`config.mk`:
```
export PLATFORM = sky130hd
export DESIGN_NAME = tcc_comb_gen
export DESIGN_NICKNAME = d
export VERILOG_FILES = /design/src/tcc_pkg.sv /design/src/tcc_comb_gen.sv
export SDC_FILE = /design/constraint.sdc
export NUM_CORES = 1
export LEC_CHECK = 0
export CAP_MARGIN = 20
export CORE_MARGIN = 4
export CORE_UTILIZATION = 60
export DETAILED_ROUTE_END_ITERATION = 6
export DONT_BUFFER_PORTS = 1
export PLACE_DENSITY = 0.73
export SLEW_MARGIN = 20
export SYNTH_ARGS = -nofsm -noshare
export SYNTH_HDL_FRONTEND = slang
export SYNTH_SLANG_ARGS = --single-unit
```
`constraint.sdc`:
```
create_clock -name clk_i -period 5.3 [get_ports clk_i]
set_input_delay 1.06 -clock clk_i [delete_from_list [all_inputs] [get_ports clk_i]]
set_output_delay 1.06 -clock clk_i [all_outputs]
set_load 0.01 [all_outputs]
```
`src/tcc_pkg.sv`:
```
// Package for the t-way coverage counter: field widths, map geometry,
// register indexes and the control struct between sequencer and enumerator.
// No dependencies.
package tcc_pkg;

  localparam int unsigned NUM_VAR_W  = 5;
  localparam int unsigned STRENGTH_W = 3;
  localparam int unsigned CFG_DATA_W = 5;
  localparam int unsigned CFG_IDX_W  = 1;

  localparam int unsigned NEW_W   = 11;
  localparam int unsigned COUNT_W = 15;

  // Covered map: one epoch tag per tuple entry
  localparam int unsigned MAP_DEPTH = 32768;
  localparam int unsigned MAP_AW    = 15;
  localparam int unsigned EPOCH_W   = 4;

  localparam logic [NUM_VAR_W-1:0]  NUM_VAR_RST  = 5'd16;
  localparam logic [STRENGTH_W-1:0] STRENGTH_RST = 3'd2;

  typedef enum logic [CFG_IDX_W-1:0] {
    REG_NUM_VARIABLES        = 1'b0,
    REG_INTERACTION_STRENGTH = 1'b1
  } cfg_reg_e;

  typedef struct packed {
    logic load;     // capture config bits, restart at the first combination
    logic advance;  // step to the next combination
  } gen_ctrl_t;

endpackage

```
`src/tcc_comb_gen.sv`:
```
// Combination enumerator: walks the t-subsets of n variables in lexicographic
// order and forms the map address rank * 2^t + value tuple. Uses tcc_pkg.
module tcc_comb_gen #(
  parameter int unsigned MAX_VARIABLES = 16,
  parameter int unsigned MAX_STRENGTH  = 4
) (
  input  logic                                    clk_i,
  input  logic                                    rst_ni,
  input  tcc_pkg::gen_ctrl_t                      ctrl_i,
  input  logic [MAX_VARIABLES-1:0]                config_bits_i,
  input  logic [$clog2(MAX_VARIABLES+1)-1:0]      n_i,
  input  logic [tcc_pkg::STRENGTH_W-1:0]          t_i,
  output logic [tcc_pkg::MAP_AW-1:0]              addr_o,
  output logic                                    last_o,
  output logic [tcc_pkg::COUNT_W-1:0]             rank_o
);
  import tcc_pkg::*;

  localparam int unsigned SEL_W = (MAX_VARIABLES > 1) ? $clog2(MAX_VARIABLES) : 1;
  localparam int unsigned CMP_W = $clog2(MAX_VARIABLES + MAX_STRENGTH + 1);
  localparam int unsigned PIV_W = (MAX_STRENGTH > 1) ? $clog2(MAX_STRENGTH) : 1;

  logic [SEL_W-1:0]         sel_q [MAX_STRENGTH];
  logic [SEL_W-1:0]         sel_d [MAX_STRENGTH];
  logic [MAX_VARIABLES-1:0] cfg_q;
  logic [COUNT_W-1:0]       rank_q;
  logic [MAX_STRENGTH-1:0]  tuple;
  logic [MAP_AW-1:0]        rank_sh;
  logic [PIV_W-1:0]         piv;
  logic                     found;
  logic [SEL_W-1:0]         piv_sel;

  always_comb begin
    tuple = '0;
    found = 1'b0;
    piv   = '0;
    for (int j = 0; j < MAX_STRENGTH; j++) begin
      if (j < int'(t_i)) begin
        tuple[j] = cfg_q[sel_q[j]];
        // rightmost position still below its ceiling n - t + j
        if (CMP_W'(sel_q[j]) < CMP_W'(n_i) + CMP_W'(j) - CMP_W'(t_i)) begin
          found = 1'b1;
          piv   = PIV_W'(j);
        end
      end
    end
  end

  assign piv_sel = sel_q[piv];

  always_comb begin
    for (int k = 0; k < MAX_STRENGTH; k++) begin
      if (ctrl_i.load) begin
        sel_d[k] = SEL_W'(k);
      end else if (ctrl_i.advance && found && k >= int'(piv)) begin
        sel_d[k] = SEL_W'(int'(piv_sel) + 1 + k - int'(piv));
      end else begin
        sel_d[k] = sel_q[k];
      end
    end
  end

  always_ff @(posedge clk_i or negedge rst_ni) begin
    if (!rst_ni) begin
      rank_q <= '0;
      for (int k = 0; k < MAX_STRENGTH; k++) begin
        sel_q[k] <= '0;
      end
    end else begin
      for (int k = 0; k < MAX_STRENGTH; k++) begin
        sel_q[k] <= sel_d[k];
      end
      if (ctrl_i.load) begin
        rank_q <= '0;
      end else if (ctrl_i.advance) begin
        rank_q <= rank_q + COUNT_W'(1);
      end
    end
  end

  always_ff @(posedge clk_i) begin
    if (ctrl_i.load) begin
      cfg_q <= config_bits_i;
    end
  end

  assign rank_sh = rank_q << t_i;
  assign addr_o  = rank_sh | MAP_AW'(tuple);
  assign last_o  = !found;
  assign rank_o  = rank_q;

endmodule

```
==> metrics, run 1 <==
outcome=finished, final reports clean; Max Freq=between 150 and 200 MHz; NetSw=between 0.6 and 0.7 mW; 1st-iter DRT viols=216; die width=90.3 µm; fin crit share=0.954; Rel. slew slack=0.660; Worst Path Max Fanout=6; Synth async-reset ratio=0.660; largest net degree at the start of global routing=53; routed vias/inst=approximately 6.2; DP Wirelength=7010 µm; Post-Syn Nets=around 460; layout cells sized above 1=0.145; share of Yosys cell area claimed by the top area cell type=0.191; max-cap viol count=0; crit path launch type=primary input; worst slew pin tran=0.509 ns; Die Footprint=around 8200 µm²; io pins=between 50 and 60; Clock Sinks=47; clk slew on worst S/H paths=0.09 ns; global route overflow=0; Area growth syn-to-layout=4.77%; final wirelength=approximately 9000 µm; Final Util=0.660; RSZ-0062 raised after global routing=no; cts bufs inserted=5; FF+latch count, synth=47; # rows=29; Fillers=553; ant diodes=0; switch share=0.401; antenna violations before repair=0; first-pass GRT wire length=roughly 15000 µm; Synth cell types=between 50 and 60; GP Congestion=0.938; Pre-antenna DRT Iters=4; LEAKAGE=~1.8 nW; Post-synth EDFFs=16; gr usage total=0.232; top-count cell post-synth=nor2_1; Synth Area per Inst=10.3 µm²; crit path time final=5.05 ns; critical path type=in2reg; Max VDD drop=0.260 mV; DRC Markers=0; setup_tns=0 ns; Critical Path Max Stage Delay=0.38 ns; Wirelength per Cell=between 15 and 20 µm; fin nets=between 400 and 500; Worst Clk Skew=slightly below 0.008 ns; post-cts resize count=0; Die H=about 90 µm; endpoints failing setup=0; final hold viol count=0; Reg power frac=0.311; DRT antenna net count=0; final max-slew violation count=0; clock network fraction of total power=0.163; Synth Flop Type=dfrtp_1; # hold bufs at CTS=0; Post-Synthesis Cell Area=a little over 4000 µm²; Yosys warning count=0; H-tree depth=2; flop-to-flop setup slack=between 1.5 and 2 ns; port bufs=0; Slowest-stage cell, CP=fa_1; core outline area=between 6000 and 7000 µm²; Skew-Pair Late Insertion Delay=about 0.30 ns; Comb power frac=0.526; Req. time, crit path=5.50 ns; CP endpoint kind=flip-flop; Max clock buf depth=2; Root Driver=clkbuf_8; top cells by count, synth=nor2_1, ha_1, dfrtp_1; Initial Util=0.630; Synth Instances=roughly 400; total number of vias=around 2900; crit path cell chain=inv_1, ha_1, nand2b_1, fa_1, xnor2_1, ha_1, nor3_1, a211o_1, o21a_1, mux2i_1, a211oi_2, ha_4, inv_1, ha_1, inv_1, ha_1, inv_1, fa_1, inv_1, nor4_1, a311o_1; vias in the first global route=about 2900; cell-internal power=~1 mW; CTS tree=yes; Setup Buffers After CTS=0; post-synthesis sequential area ratio=0.309; pwr dens=between 300 and 400 nW/µm²; crit path DAT=roughly 5.3 ns; path type of the worst min-delay path=in2async; top cells by area, synth=dfrtp_1, edfxtp_1, mux4_2; Yosys top cell by area=dfrtp_1; Crit path top cell by count=inv_1
through the flow:
step / setup slack [ns] / cells / power, mW / hold slack (ns) / instance area (µm²)
3_3_place_gp: 0.0628 / 462 / 1.32 / 0.625 / 4150
4_1_cts: 0.233 / 470 / 1.63 / 0.434 / 4260
6_report: 0.246 / 470 / 1.63 / 0.437 / 4260
3_5_place_dp: -0.0823 / 462 / 1.35 / 0.638 / 4150
5_1_grt: 0.0239 / 470 / 1.75 / 0.422 / 4260
2_1_floorplan: 0.0118 / 396 / 1.17 / 0.548 / 4110
cells by family (layout without fill, tap and decap cells):
logic type,after synthesis,in the layout,synth area share
mux,49,49,0.184
compound gates,63,63,0.113
simple gates,120,120,0.131
flops,47,47,0.309
fa+ha+maj,40,40,0.138
buf+inv,44,41,0.0455
xor+xnor,33,33,0.0797
registers in the layout, summed over array words and instances (netlist names):
register and count:
rank_o 15, cfg_q 16, sel_q 16
final timing paths:
check / start / end / cells after the start
min reg2reg: rank_o[14] / rank_o[14] / 2
max reg2reg: sel_q[9] / sel_q[11] / 16
max in group asynchronous: rst_ni / sel_q[14] / 0
min in group clk_i: rank_o[14] / rank_o[14] / 2
min: rst_ni / rank_o[14] / 0
max: n_i[1] / sel_q[11] / 21
area by class of cell:
cell class,count,area [µm²],area share
multi-input cells,305,2650,0.621
flip-flops and latches,47,1260,0.295
inverters,27,104,0.0244
well taps,77,96.3,0.0226
clock buffers,5,68.8,0.0162
repair buffers,6,45.0,0.0106
clock inverters,3,43.8,0.0103
metal layers:
| metal | GRT usage | vias to the layer above | part of all wire |
|---|---|---|---|
| met2 | 0.399 | 90 | 0.50 |
| met4 | 0.0472 | 0 | 0.014 |
| met3 | 0.0533 | 13 | 0.067 |
| met1 | 0.300 | 1434 | 0.42 |
| li1 | - | 1397 | - |
| met5 | 0 | - | 0 |
critical path, delay by kind of cell:
family | cells | cell delay [ns]
AO/OA/AOI/OAI | 4 | 1.21
XOR/XNOR | 1 | 0.19
adder cells (fa/ha/maj) | 7 | 2.00
buffers and inverters | 5 | 0.34
multiplexers | 1 | 0.15
AND/OR/NAND/NOR | 3 | 0.30
layout by cell type (no fill, tap or decap), types with 6 or more instances in the layout:
cell and count:
buf_4 6, xnor2_1 17, nand2_1 30, nand3_1 6, dfrtp_1 31, ha_1 31, nor3_1 8, a211o_1 6
o21ai_0 16, inv_1 25, a21oi_1 11, xor2_1 14, edfxtp_1 16, a211oi_1 6, mux4_2 20, mux2_2 6
fa_1 8, mux2i_1 23, nor2_1 55
power groups by stage:
stage	sequential, mW	clock [mW]	combinational (mW)
3_5_place_dp	0.512	0	0.836
6_report	0.506	0.264	0.855
5_1_grt	0.515	0.289	0.948
2_1_floorplan	0.462	0	0.709
3_3_place_gp	0.509	0	0.813
4_1_cts	0.505	0.271	0.856
(Power assumes the default switching activity.)
==> run 2, diff against run 1 <==
CORE_UTILIZATION = 25   (was 60)
PLACE_DENSITY = 0.35   (was 0.73)
==> run 2 against run 1 <==
Net effect:
- clock skew decreased by 0.0031 ns
- sequential share of layout area decreased by 1.6 points
- maximum frequency increased by 1.5%
- final cell count increased by 30%
- critical path type unchanged
- critical endpoint unchanged
==> metrics, run 2 (synthesis gave the netlist of run 1 again) <==
gr usage total=0.131; DP Wirelength=around 9000 µm; non-filler cells, final=roughly 610; global route overflow=0; Initial Util=0.256; commonest non-fill, non-tap cell in the layout=nor2_1; Worst Path Max Fanout=4; io pins=roughly 60; vias in the first global route=slightly above 3000; Die H=136 µm; CTS tree=yes; port bufs=0; GP Congestion=about 0.8; cts bufs inserted=5; placed cells=605; most frequent cells in the layout=nor2_1, ha_1, dfrtp_1; Root Driver=clkbuf_16; DRT antenna net count=0; post-route cell area=approximately 4500 µm²; Rel. slew slack=0.630; setup_tns=0 ns; final setup margin=0.320 ns; post-cts resize count=0; clk slew on worst S/H paths=about 0.07 ns; crit path DAT=around 5.2 ns; # hold bufs at CTS=0; endpoints failing setup=0; ant diodes=0; Max VDD drop=between 0.15 and 0.2 mV; final wirelength=between 10000 and 15000 µm; max-cap viol count=0; Max Freq=201 MHz; worst slew pin tran=0.552 ns; die width=between 100 and 150 µm; Wirelength per Cell=~19 µm; Req. time, crit path=roughly 5.5 ns; routed vias/inst=~4.7; fin crit share=0.940; Die Footprint=around 18000 µm²; LEAKAGE=1.86 nW; FF-to-FF Start=sel_q[9]; Max clock buf depth=2; final hold viol count=0; Area growth syn-to-layout=10.8%; worst reg-to-reg path cell count=16; final max-slew violation count=0; outcome=finished, final reports clean; crit path launch type=primary input; pre-CTS WS=0.00625 ns; core outline area=between 15000 and 20000 µm²; pwr dens=381 nW/µm²; flop-to-flop setup slack=roughly 1.5 ns; Pre-antenna DRT Iters=4; RSZ-0062 raised after global routing=no; crit path time final=about 5 ns; H-tree depth=2; antenna violations before repair=0; Skew-Pair Late Insertion Delay=about 0.3 ns; Worst Clk Skew=approximately 0.0047 ns; critical path type=in2reg; Placed Area=about 4400 µm²; layout cells sized above 1=0.154; fin nets=464; reg2reg end=sel_q[11]; largest net degree at the start of global routing=between 50 and 60; Fillers=around 1700; total number of vias=between 2000 and 3000; Setup Buffers After CTS=0; DRC Markers=0; # rows=46; 1st-iter DRT viols=approximately 120; Clock Sinks=47; CP endpoint kind=flip-flop; Final Util=0.284; path type of the worst min-delay path=in2async; first-pass GRT wire length=18400 µm
run 2: per-layer routing:
layer / vias up / wire [µm] / GRT usage
met5: - / 0 / 0
met4: 0 / 121 / 0.0258
met3: 8 / 599 / 0.0349
met2: 51 / 5480 / 0.210
met1: 1422 / 5260 / 0.178
li1: 1410 / - / -
run 2: through the flow:
step                hold WS, ns  power, mW
global placement          0.623       1.40
floorplan                 0.548       1.17
global route              0.429       1.86
finish                    0.450       1.72
CTS                       0.433       1.76
detailed placement        0.641       1.40
run 2: critical path, cell delays in order:
cell and delay [ns]:
inv_1 0.04, ha_1 0.34, nand2b_1 0.17, fa_1 0.38, xnor2_1 0.17, ha_1 0.21, nor3_1 0.07, a211o_1 0.32
o21ai_1 0.22, mux2i_1 0.33, a211oi_4 0.12, ha_4 0.31, inv_1 0.05, ha_1 0.28, inv_1 0.10, ha_1 0.15
inv_1 0.04, fa_1 0.37, inv_1 0.07, nor4_1 0.04, a311o_1 0.31
run 2: worst max-delay path by stage:
stage	startpoint	end	slack [ns]	depth (start not counted)
after floorplan	n_i[2]	sel_q[11]	0.01	21
final	n_i[1]	sel_q[11]	0.32	21
after global placement	n_i[1]	sel_q[11]	0.05	21
after global routing	n_i[1]	sel_q[11]	0.04	21
after CTS	n_i[1]	sel_q[11]	0.33	22
after detailed placement	n_i[1]	sel_q[11]	0.006	21
run 2: cell type report:
| type | count | area, µm² | area share |
|---|---|---|---|
| Tap cell | 216 | 270 | 0.0600 |
| Clock buffer | 5 | 125 | 0.0278 |
| Clock inverter | 3 | 27.5 | 0.00611 |
| Multi-Input combinational cell | 305 | 2650 | 0.588 |
| Timing Repair Buffer | 10 | 75.1 | 0.0167 |
| Inverter | 27 | 104 | 0.0231 |
| Sequential cell | 47 | 1260 | 0.279 |
run 2: where the power goes:
| part | switching (mW) | internal, mW | leakage (nW) |
|---|---|---|---|
| Sequential | 0.0929 | 0.417 | 0.568 |
| Combinational | 0.450 | 0.423 | 1.22 |
| Clock | 0.156 | 0.180 | 0.0723 |
| Total | 0.698 | 1.02 | 1.86 |
